==> src/rtl/hwpc_pkg.sv <==
// Shared types, constants and register codes of the heartbeat watchdog power cycler.
package hwpc_pkg;

   // Default width of the elapsed tick counter.
   localparam int TIMER_WIDTH_DEFAULT = 16;

   localparam int RUN_WIDTH   = 8;
   localparam int PHASE_WIDTH = 7;
   localparam int TICKS_WIDTH = 16;
   localparam int EDGES_WIDTH = 8;
   localparam int CSR_INDEX_WIDTH = 2;

   // Debounce run counters saturate here; a falling edge is a low run of EDGE_RUN.
   localparam logic [RUN_WIDTH-1:0] RUN_MAX  = 8'd250;
   localparam logic [RUN_WIDTH-1:0] EDGE_RUN = 8'd9;
   localparam logic [EDGES_WIDTH-1:0] EDGES_MAX = 8'd255;

   // Blink masks on the tick phase for each mode.
   localparam logic [PHASE_WIDTH-1:0] BLINK_MASK_IDLE   = 7'h7F;
   localparam logic [PHASE_WIDTH-1:0] BLINK_MASK_ACTIVE = 7'h0F;
   localparam logic [PHASE_WIDTH-1:0] BLINK_MASK_REBOOT = 7'h03;

   // Register reset values.
   localparam logic [TICKS_WIDTH-1:0] TIMEOUT_RESET  = 16'd6000;
   localparam logic [TICKS_WIDTH-1:0] RECOVERY_RESET = 16'd1000;
   localparam logic [EDGES_WIDTH-1:0] ARM_EDGES_RESET = 8'd3;

   // Register indexes on the configuration port.
   localparam logic [CSR_INDEX_WIDTH-1:0] CSR_TIMEOUT_TICKS  = 2'd0;
   localparam logic [CSR_INDEX_WIDTH-1:0] CSR_RECOVERY_TICKS = 2'd1;
   localparam logic [CSR_INDEX_WIDTH-1:0] CSR_ARM_EDGE_COUNT = 2'd2;

   // Mode codes as reported on the result channel.
   localparam logic [1:0] WATCH_IDLE   = 2'd0;
   localparam logic [1:0] WATCH_ACTIVE = 2'd1;
   localparam logic [1:0] WATCH_REBOOT = 2'd2;

   typedef enum logic [2:0] {
      MODE_IDLE   = 3'b001,
      MODE_ACTIVE = 3'b010,
      MODE_REBOOT = 3'b100
   } mode_type;

   typedef struct packed {
      logic [TICKS_WIDTH-1:0] timeout_ticks;
      logic [TICKS_WIDTH-1:0] recovery_ticks;
      logic [EDGES_WIDTH-1:0] arm_edge_count;
   } cfg_type;

   typedef struct packed {
      logic       edge_seen;
      logic [1:0] watch_mode;
      logic       led_level;
      logic       power_enable;
   } result_type;

endpackage

==> src/rtl/hwpc_debounce.sv <==
// Heartbeat debounce: saturating low and high run counters and falling edge detection.
module hwpc_debounce (
   input  logic clock,
   input  logic reset,
   input  logic step_en,
   input  logic pin_level,
   output logic edge_seen
);
   import hwpc_pkg::*;

   logic [RUN_WIDTH-1:0] low_run_ff, low_run_in;
   logic [RUN_WIDTH-1:0] high_run_ff, high_run_in;

   always_comb begin
      low_run_in  = low_run_ff;
      high_run_in = high_run_ff;
      if (!pin_level) begin
         high_run_in = '0;
         if (low_run_ff < RUN_MAX) begin
            low_run_in = low_run_ff + RUN_WIDTH'(1);
         end
      end else begin
         low_run_in = '0;
         if (high_run_ff < RUN_MAX) begin
            high_run_in = high_run_ff + RUN_WIDTH'(1);
         end
      end
   end

   // The edge is reported on the tick at which the low run reaches its mark.
   assign edge_seen = (low_run_in == EDGE_RUN);

   always_ff @(posedge clock) begin
      if (reset) begin
         low_run_ff  <= '0;
         high_run_ff <= '0;
      end else if (step_en) begin
         low_run_ff  <= low_run_in;
         high_run_ff <= high_run_in;
      end
   end

endmodule

==> src/rtl/hwpc_core.sv <==
// Mode sequencer, timeout and recovery timing, arming and LED blink of the watchdog.
module hwpc_core #(
   parameter int TIMER_WIDTH = hwpc_pkg::TIMER_WIDTH_DEFAULT
) (
   input  logic                 clock,
   input  logic                 reset,
   input  logic                 step_en,
   input  logic                 jumper_open,
   input  logic                 edge_seen,
   input  hwpc_pkg::cfg_type    cfg,
   output hwpc_pkg::result_type result
);
   import hwpc_pkg::*;

   localparam int CMP_WIDTH = (TIMER_WIDTH > TICKS_WIDTH) ? TIMER_WIDTH : TICKS_WIDTH;
   localparam logic [TIMER_WIDTH-1:0] TIMER_MAX = {TIMER_WIDTH{1'b1}};

   mode_type                mode_ff, mode_in;
   logic [PHASE_WIDTH-1:0]  phase_ff, phase_in;
   logic [TIMER_WIDTH-1:0]  elapsed_ff, elapsed_in;
   logic [TIMER_WIDTH-1:0]  elapsed_inc;
   logic [EDGES_WIDTH-1:0]  arm_edges_ff, arm_edges_in;
   logic                    power_ff, power_in;
   logic                    led_ff, led_in;
   logic                    blink;
   logic [CMP_WIDTH-1:0]    elapsed_cmp;
   logic [1:0]              watch_mode;

   assign phase_in    = phase_ff + PHASE_WIDTH'(1);
   assign elapsed_inc = (elapsed_ff < TIMER_MAX) ? elapsed_ff + TIMER_WIDTH'(1) : elapsed_ff;
   assign elapsed_cmp = CMP_WIDTH'(elapsed_inc);

   always_comb begin
      mode_in      = mode_ff;
      elapsed_in   = elapsed_inc;
      arm_edges_in = arm_edges_ff;
      power_in     = power_ff;
      blink        = 1'b0;
      case (mode_ff)
         MODE_REBOOT: begin
            blink        = ((phase_in & BLINK_MASK_REBOOT) == '0);
            power_in     = 1'b0;
            arm_edges_in = '0;
            if (elapsed_cmp >= CMP_WIDTH'(cfg.recovery_ticks)) begin
               mode_in    = MODE_IDLE;
               elapsed_in = '0;
            end
         end
         MODE_IDLE: begin
            blink      = ((phase_in & BLINK_MASK_IDLE) == '0);
            power_in   = 1'b1;
            elapsed_in = '0;
            if (edge_seen) begin
               if (arm_edges_ff < EDGES_MAX) begin
                  arm_edges_in = arm_edges_ff + EDGES_WIDTH'(1);
               end
               if (arm_edges_in > cfg.arm_edge_count) begin
                  mode_in = MODE_ACTIVE;
               end
            end
         end
         MODE_ACTIVE: begin
            blink    = ((phase_in & BLINK_MASK_ACTIVE) == '0);
            power_in = 1'b1;
            if (edge_seen) begin
               elapsed_in = '0;
            end
            if (CMP_WIDTH'(elapsed_in) >= CMP_WIDTH'(cfg.timeout_ticks)) begin
               mode_in    = MODE_REBOOT;
               elapsed_in = '0;
            end
         end
         default: begin
            // A corrupted mode forces a reboot; power is left alone and the LED does not blink.
            mode_in    = MODE_REBOOT;
            elapsed_in = '0;
         end
      endcase

      if (jumper_open) begin
         led_in = 1'b0;
      end else begin
         led_in = led_ff ^ blink;
      end
   end

   always_comb begin
      case (mode_in)
         MODE_IDLE:   watch_mode = WATCH_IDLE;
         MODE_ACTIVE: watch_mode = WATCH_ACTIVE;
         MODE_REBOOT: watch_mode = WATCH_REBOOT;
         default:     watch_mode = WATCH_REBOOT;
      endcase
   end

   assign result.power_enable = power_in;
   assign result.led_level    = led_in;
   assign result.watch_mode   = watch_mode;
   assign result.edge_seen    = edge_seen;

   always_ff @(posedge clock) begin
      if (reset) begin
         mode_ff      <= MODE_IDLE;
         phase_ff     <= '0;
         elapsed_ff   <= '0;
         arm_edges_ff <= '0;
         power_ff     <= 1'b1;
         led_ff       <= 1'b0;
      end else if (step_en) begin
         mode_ff      <= mode_in;
         phase_ff     <= phase_in;
         elapsed_ff   <= elapsed_in;
         arm_edges_ff <= arm_edges_in;
         power_ff     <= power_in;
         led_ff       <= led_in;
      end
   end

endmodule

==> src/rtl/heartbeat_watchdog_power_cycler.sv <==
// Top level of the heartbeat watchdog power cycler: ports, registers and item pipeline.
//
// Each item on the req channel is one timer tick carrying the raw heartbeat pin and the
// LED jumper pin; for every item exactly one result leaves on the rsp channel, giving the
// supply switch drive, the status LED level, the mode after the tick and whether a
// debounced falling edge of the heartbeat was seen on that tick. The heartbeat is
// debounced by run counters that saturate at 250, and an edge is a low run of exactly
// nine ticks. In idle the target stays powered and the block arms once more than
// arm_edge_count edges have been counted; in active every edge restarts the timeout and a
// timeout of timeout_ticks starts a reboot; in reboot the power is held off for
// recovery_ticks and the block then returns to idle. The LED blinks every 128, 16 or 4
// ticks in idle, active and reboot, and is held off while the jumper is open. An item
// sits in an input register, the tick logic runs between that register and the result
// register, and one item is accepted in every clock cycle; the only limit on the rate is
// the result register being taken. The configuration registers are always ready and are
// meant to be written while no item is in flight. There is no clearing pass after reset.
module heartbeat_watchdog_power_cycler #(
   parameter int TIMER_WIDTH = hwpc_pkg::TIMER_WIDTH_DEFAULT
) (
   input  logic                                 clock,
   input  logic                                 reset,
   // Input items
   input  logic                                 req_tvalid,
   output logic                                 req_tready,
   input  logic [7:0]                           req_tdata,  // [0] pulse_pin_level,
                                                            // [1] jumper_pin_level, [7:2] zero
   // Result items
   output logic                                 rsp_tvalid,
   input  logic                                 rsp_tready,
   output logic [7:0]                           rsp_tdata,  // [0] power_enable, [1] led_level,
                                                            // [3:2] watch_mode, [4] edge_seen,
                                                            // [7:5] zero
   // Register writes
   input  logic                                 csr_valid,
   output logic                                 csr_ready,
   input  logic [hwpc_pkg::CSR_INDEX_WIDTH-1:0] csr_index,
   input  logic [hwpc_pkg::TICKS_WIDTH-1:0]     csr_wdata
);
   import hwpc_pkg::*;

   cfg_type    cfg_ff, cfg_in;

   logic       in_valid_ff, in_valid_in;
   logic       in_pulse_ff;
   logic       in_jumper_ff;
   logic       rsp_valid_ff, rsp_valid_in;
   result_type rsp_data_ff;
   result_type step_result;
   logic       advance;
   logic       req_take;
   logic       edge_seen;

   // Register writes: the edge count keeps only the low byte of the data; index three is ignored.
   assign csr_ready = 1'b1;

   always_comb begin
      cfg_in = cfg_ff;
      if (csr_valid) begin
         case (csr_index)
            CSR_TIMEOUT_TICKS:  cfg_in.timeout_ticks  = csr_wdata;
            CSR_RECOVERY_TICKS: cfg_in.recovery_ticks = csr_wdata;
            CSR_ARM_EDGE_COUNT: cfg_in.arm_edge_count = csr_wdata[EDGES_WIDTH-1:0];
            default:            cfg_in = cfg_ff;
         endcase
      end
   end

   always_ff @(posedge clock) begin
      if (reset) begin
         cfg_ff.timeout_ticks  <= TIMEOUT_RESET;
         cfg_ff.recovery_ticks <= RECOVERY_RESET;
         cfg_ff.arm_edge_count <= ARM_EDGES_RESET;
      end else begin
         cfg_ff <= cfg_in;
      end
   end

   // The tick in the input register is processed when the result register is free or
   // is being emptied in the same cycle.
   assign advance    = in_valid_ff && (!rsp_valid_ff || rsp_tready);
   assign req_tready = !in_valid_ff || advance;
   assign req_take   = req_tvalid && req_tready;

   assign in_valid_in  = req_tready ? req_tvalid : in_valid_ff;
   assign rsp_valid_in = advance ? 1'b1 : (rsp_valid_ff && !rsp_tready);

   always_ff @(posedge clock) begin
      if (reset) begin
         in_valid_ff  <= 1'b0;
         rsp_valid_ff <= 1'b0;
      end else begin
         in_valid_ff  <= in_valid_in;
         rsp_valid_ff <= rsp_valid_in;
      end
   end

   always_ff @(posedge clock) begin
      if (req_take) begin
         in_pulse_ff  <= req_tdata[0];
         in_jumper_ff <= req_tdata[1];
      end
      if (advance) begin
         rsp_data_ff <= step_result;
      end
   end

   hwpc_debounce u_debounce (
      .clock     (clock),
      .reset     (reset),
      .step_en   (advance),
      .pin_level (in_pulse_ff),
      .edge_seen (edge_seen)
   );

   hwpc_core #(
      .TIMER_WIDTH (TIMER_WIDTH)
   ) u_core (
      .clock       (clock),
      .reset       (reset),
      .step_en     (advance),
      .jumper_open (in_jumper_ff),
      .edge_seen   (edge_seen),
      .cfg         (cfg_ff),
      .result      (step_result)
   );

   assign rsp_tvalid = rsp_valid_ff;
   assign rsp_tdata  = {3'b000, rsp_data_ff};

endmodule

==> config.mk <==
export PLATFORM = sky130hd
export DESIGN_NAME = heartbeat_watchdog_power_cycler
export DESIGN_NICKNAME = d
export VERILOG_FILES = /design/src/rtl/hwpc_pkg.sv /design/src/rtl/hwpc_debounce.sv /design/src/rtl/hwpc_core.sv /design/src/rtl/heartbeat_watchdog_power_cycler.sv
export SDC_FILE = /design/constraint.sdc
export NUM_CORES = 1
export LEC_CHECK = 0
export BUFFER_PORTS_ARGS = -buffer_cell sky130_fd_sc_hd__clkbuf_2
export CORE_UTILIZATION = 40
export DETAILED_ROUTE_END_ITERATION = 7
export GPL_ROUTABILITY_DRIVEN = 0
export PLACE_DENSITY_LB_ADDON = 0.2
export SYNTH_ARGS = -nofsm -noshare
export SYNTH_HDL_FRONTEND = slang
export SYNTH_SLANG_ARGS = --single-unit
==> constraint.sdc <==
create_clock -name clock -period 3.8 [get_ports clock]
set_input_delay 0.76 -clock clock [delete_from_list [all_inputs] [get_ports clock]]
set_output_delay 0.76 -clock clock [all_outputs]
set_load 0.02 [all_outputs]
# Word level (Yosys, flattened, before mapping)
# Index checks and enable logic that the tools add are counted.
[word_totals]
out_inout_bits = 11
ff_bits = 93
inputBits = 31
word_cells = 79
[op_classes]
eq_ne = 9
reduce_logical = 18
magnitude_cmp = 6
bitwise = 1
mux = 23
addsub = 4
[op_table]
columns = ["cell", "n"]
rows = [
  ["2-to-1 mux 16 bit", 5],
  ["2-to-1 mux 8 bit", 6],
  ["greater-or-equal comparator 16 bit", 2],
  ["one-hot mux 16 bit (2 select lines)", 1],
  ["zero test 7 bit", 3],
  ["adder 16 x 1 -> 16 bit, second input constant", 1],
  ["adder 8 x 1 -> 8 bit, second input constant", 2],
  ["less-than comparator 16 bit, second input constant", 1],
  ["less-than comparator 8 bit, second input constant", 2],
  ["one-hot mux 8 bit (2 select lines)", 1],
  ["2-to-1 mux 3 bit", 4],
  ["one-hot mux 3 bit (3 select lines)", 1],
  ["equality test 8 x 4 -> 1 bit, second input constant", 1],
  ["> comparator 8 bit", 1],
  ["adder 7 x 1 -> 7 bit, second input constant", 1],
  ["equality test 3 x 1 -> 1 bit, second input constant", 2],
  ["equality test 3 x 2 -> 1 bit, second input constant", 2],
  ["AND reduction 2 bit", 3],
  ["one-hot mux 2 bit (2 select lines)", 1],
  ["equality test 3 bit, second input constant", 1],
  ["logical AND 1 bit", 3],
  ["zero test 1 bit", 3],
  ["one-hot mux 1 bit (3 select lines)", 1],
  ["AND reduction 3 bit", 1],
  ["other kinds (10)", 12],
]

# Longest topological paths before layout
[logic_depth]
ltp_word = 12
depth_mapped = 17
ltp_nobuf = 15

# Modules after synthesis
# From an unflattened synthesis, not the netlist that was laid out.
[unflattened]
hier_cells = 656
area_unflattened_um2 = 5701.7
[by_module_without_submodules]
columns = ["mod", "n_inst", "area_each_um2", "cells_each", "seq_area_each_um2"]
rows = [
  ["hwpc_core", 1, 3181.8, 410, 720.7],
  ["heartbeat_watchdog_power_cycler", 1, 1988.2, 184, 1051.0],
  ["hwpc_debounce", 1, 531.8, 62, 160.2],
]

# Worst setup path before layout
# Ideal clock, no wire load.
[synth_path]
path_type = "register -> register"
start = "register u_debounce.low_run_ff[0]"
end = "register u_core.elapsed_ff[14]"
arrival_ps = 3387
period_less_slack_ps = 3454
t_required_ps = 3733
path_stages_with_launch = 17
path_buffers = 2
path_slack_ps = 346
setup_ps = 67
cell_sequence = "dfxtp_1 ha_1 nand3_1 nor2_1 xnor2_1 a31oi_4 nor2_2 buf_2 nor2_1 ha_1 a211o_1 a2111oi_0 o211ai_1 o21ba_4 a22oi_2 buf_6 o21ai_2"
[synth_between]
elab_chain_cells = 9
elab_cells_between_ends = 10
cone_classes = "add/sub (1); order compare (2); eq/ne (1); mux (6)"
[synth_lines]
columns = ["item", "line_no", "rtl"]
rows = [
  ["start: declaration", "hwpc_debounce.sv:11", "logic [RUN_WIDTH-1:0] low_run_ff, low_run_in;"],
  ["start signal: assignment", "hwpc_debounce.sv:38", "low_run_ff <= low_run_in;"],
  ["adder 8 x 1 -> 8 bit / less-than comparator 8 bit (equally long branches)", "hwpc_debounce.sv:20, hwpc_debounce.sv:19", ""],
  ["2-to-1 mux 8 bit *", "hwpc_debounce.sv:19", "if (low_run_ff < RUN_MAX) begin"],
  ["2-to-1 mux 8 bit *", "hwpc_debounce.sv:17", "if (!pin_level) begin"],
  ["equality test 8 x 4 -> 1 bit *", "hwpc_debounce.sv:31", "assign edge_seen = (low_run_in == EDGE_RUN);"],
  ["net edge_seen", "heartbeat_watchdog_power_cycler.sv:51", "logic edge_seen;"],
  ["2-to-1 mux 16 bit *", "hwpc_core.sv:65", "if (edge_seen) begin"],
  ["2-to-1 mux 16 bit *", "hwpc_core.sv:39", "case (mode_ff)"],
  ["greater-or-equal comparator 16 bit", "hwpc_core.sv:68", "if (CMP_WIDTH'(elapsed_in) >= CMP_WIDTH'(cfg.timeout_ticks)) begin"],
  ["2-to-1 mux 16 bit *", "hwpc_core.sv:68", ""],
  ["one-hot mux 16 bit (2 select lines) *", "hwpc_core.sv:39", ""],
  ["end signal: assignment", "hwpc_core.sv:112", "elapsed_ff <= elapsed_in;"],
  ["end: declaration", "hwpc_core.sv:20", "logic [TIMER_WIDTH-1:0] elapsed_ff, elapsed_in;"],
]
# The timed path passes the listed nets; every way through them passes the cells marked *. The select of a mux whose other input is x is not followed.
# A chain may end at the register's enable or synchronous reset.

# Worst setup path in the final report
[layout_path]
start = "register u_debounce.low_run_ff[0]"
end = "register u_core.elapsed_ff[10]"
[layout_between]
elab_chain_cells = 9
elab_cells_between_ends = 10
cone_classes = "add/sub (1); order compare (2); eq/ne (1); mux (6)"
[layout_lines]
columns = ["item", "line_no"]
rows = [
  ["adder 8 x 1 -> 8 bit / less-than comparator 8 bit (equally long branches)", "hwpc_debounce.sv:20, hwpc_debounce.sv:19"],
  ["2-to-1 mux 8 bit *", "hwpc_debounce.sv:19"],
  ["2-to-1 mux 8 bit *", "hwpc_debounce.sv:17"],
  ["equality test 8 x 4 -> 1 bit *", "hwpc_debounce.sv:31"],
  ["2-to-1 mux 16 bit *", "hwpc_core.sv:65"],
  ["2-to-1 mux 16 bit *", "hwpc_core.sv:39"],
  ["greater-or-equal comparator 16 bit", "hwpc_core.sv:68"],
  ["2-to-1 mux 16 bit *", "hwpc_core.sv:68"],
  ["one-hot mux 16 bit (2 select lines) *", "hwpc_core.sv:39"],
]
# Every way passes the cells marked *; elsewhere a longest branch is shown, timed or not. The select of a mux whose other input is x is not followed.

==> results.md <==
- CP max FO: 19
- Peak supply drop: 0.276 mV
- Total CTS buffers: 9
- Overall die width: 119 um
- DR DRC count: 0
- # rows: 42
- Tot Pwr: 2.11 mW
- CTS Buffer Depth: 2
- Core box area: 13300 um2
- Slowest stage delay, CP: 0.40 ns
- Net count, final: 803
- H-tree levels: 3
- Status: completed
- Part of the cycle the worst path needs: 93.0%
- Top-count cell post-synth: nand2_1
- 1st-pass router iterations: 4
- Final hold slack: 0.459 ns
- Cell area after synthesis: 5510 um2
- Ys async rst share: 0%
- GRT overflow: 0
- Synth Register Bits: 93
- Crit path cell chain: ha_1 > nand3_1 > nor2_1 > xnor2_1 > a31oi_4 > nor2_2 > buf_12 > or2_2 > ha_1 > nor2_1 > a21oi_1 > a2111oi_2 > o211ai_1 > o21ba_4 > a22oi_2 > buf_4 > o21ai_2
- Final Hold Fails: 0
- Yosys top cell by area: dfxtp_1
- TritonCTS clock tree: built
- Wire per inst: 14.1 um
- Multi-input combinational cell area: 3290 um2
- Routed wire length: 12800 um
- Slew Limit Fails: 0
- Bufs and invs on worst path: 2
- Initial antenna violation count: 0
- Critical Path Source Type: flip-flop
- WP data required: 4.03 ns
- Commonest cells post-synth: 104 x nand2_1, 86 x dfxtp_1, 58 x nor2_1
- Hold_sp: cfg_ff[9]
- Clock-pin transition on the worst setup and hold timing paths: 0.07 ns
- Max Freq: 283 MHz
- Setup Total Neg Slack: 0 ns
- Hold path endpoint: cfg_ff[9]
- ANT nets after route: 0
- Slew of the pin with the lowest slew margin: 0.880 ns
- Sequential element share of the synthesized area: 35.1%
- Largest net degree at the start of global routing: 28
- Leading post-synthesis cells by cell area: dfxtp_1 31%, ha_1 10%, nand2_1 7.1%, a21oi_1 4.4%, nor2_1 4.0%
- Register area: 1930 um2
- Max-slew headroom: 41.1%
- Placed Area: 6010 um2
- Design Area, Final: 6390 um2
- Worst R2R Setup Slack: 0.27 ns
- R2r worst-path depth: 17
- Leakage: 2.77 nW
- Worst EP arrival: 3.76 ns
- Crit path max-delay cell type: dfxtp_1
- Die Span Y: 119 um
- Final HPWL DP: 9680 um
- Endpoints failing setup: 0
- Hold Path Class: reg2reg
- Fillers: 1326
- Dominant synthesized flop cell: dfxtp_1
- Starting DRC count in detailed routing: 241
- Setup Skew: 0.00773 ns
- PwrDens: 330 nW/um2
- Critical path's top delay family: compound AO/OA/AOI/OAI gates
- Initial core utilization: 41.3%
- Vias: 4785
- YS warnings: 0
- Vias per cell: 5.27
- Sink Count: 93
- Reg2reg start: u_debounce.low_run_ff[0]
- Min-Delay Path Depth: 2
- Hold_buf cts: 0
- Tot GR Track Use: 19.6%
- # IOs: 42
- Max-Cap Viols: 0
- Area of the die: 14200 um2
- Synth cell types: 69
- Insertion delay to the later sink of the worst-skew pair: 0.35 ns
- RR Endpoint: u_core.elapsed_ff[10]
- Vias in the first global route: 4595
- WS Path Type: reg2reg
- Syn Area/Cell: 8.11 um2
- Worst Setup End Kind: flip-flop
- Layout cell share with drive strength beyond 1: 17.8%
- Syn Inst Count: 679
- IO Port Bufs: 31
- Area fraction of the dominant cell type after synthesis: 31.3%
- Period minus WS final: 3.53 ns
- Area delta synth->final: 16.0%
- Number of diodes: 0
- EDFF count, synth: 7
- CTS Root Cell: clkbuf_16
- First-pass GRT wire length: 22000 um
## placed cells by master (no fill, tap or decap), types with 11 or more instances in the layout
master    count
ha_1         45
buf_4        35
nand4_1      11
nor3_1       15
dfxtp_1      84
inv_1        56
a21oi_1      48
clkbuf_2     31
mux2i_1      13
o21ai_0      21
and3_1       12
nand2_1     104
nor2_1       58
o21ai_2      12
xnor2_1      15
o211ai_1     20
nand3_1      13
## worst min-delay path, stage by stage, from the launching register on
cell and delay [ns]:
dfxtp_1 0.31, nand2_1 0.05, a21oi_1 0.05
## cell type report
cell class | instances | area share (%)
Inverter | 56 | 3.29
Multi-Input combinational cell | 500 | 51.5
Clock inverter | 6 | 0.999
Tap cell | 176 | 3.45
Timing Repair Buffer | 67 | 6.86
Clock buffer | 10 | 3.59
Sequential cell | 93 | 30.3
## report_power, final
part           internal (mW)  switching, mW  total [mW]
registers               1.01         0.0160        1.03
logic                 0.0670          0.112       0.179
clock network          0.509          0.389       0.898
total                   1.59          0.517        2.11
## cell families after synthesis
logic type	count (synthesis)	synth area share (%)
xor+xnor	26	4.41
compound gates	143	17.5
simple gates	269	23.6
mux	13	2.36
fa+ha+maj	45	10.2
other cells	2	0.136
flops	93	35.1
buf+inv	88	6.63
## worst max path at each step
| stage | startpoint | to | slack, ns | cells after the start |
|---|---|---|---|---|
| CTS | u_core.elapsed_ff[1] | u_core.elapsed_ff[1] | 0.05 | 14 |
| finish | u_debounce.low_run_ff[0] | u_core.elapsed_ff[10] | 0.27 | 17 |
| floorplan | u_debounce.low_run_ff[0] | u_core.elapsed_ff[14] | 0.35 | 16 |
| global placement | u_core.elapsed_ff[1] | u_core.elapsed_ff[1] | 0.07 | 14 |
| global route | u_core.elapsed_ff[9] | u_core.elapsed_ff[1] | -0.03 | 16 |
| detailed placement | u_core.elapsed_ff[1] | u_core.elapsed_ff[1] | -0.03 | 14 |
## registers in the layout, indices dropped and copies added, names as in the netlist, 3 cells and up
register and cells:
rsp_tdata 5, cfg_ff 40, u_core.arm_edges_ff 8, u_core.elapsed_ff 16, u_debounce.low_run_ff 8, u_core.phase_ff 7, u_core.mode_ff 3
## metrics by stage
stage	worst slack [ns]	cells	utilization [%]
6_report	0.268	908	47.8
5_1_grt	-0.0294	908	47.8
4_1_cts	0.0471	907	47.3
3_5_place_dp	-0.0289	891	45.1
3_3_place_gp	0.0729	891	45.1
2_1_floorplan	0.346	681	-
## metal layers
layer  track usage, %  vias up  share of wire (%)
li1                 -     2453                  -
met1             24.4     2233                 47
met2             33.3       79                 47
met3             4.07       20                3.1
met4             6.88        0                2.0
met5                0        -                  0
## what timing repair did
item / 4_1_cts / 5_1_grt
gates cloned: 0 / 0
pin swaps: 0 / 3
setup endpoints to repair: 10 / 19
resized for setup: 1 / 17
setup buffers: 0 / 1
(Power assumes the default switching activity.)
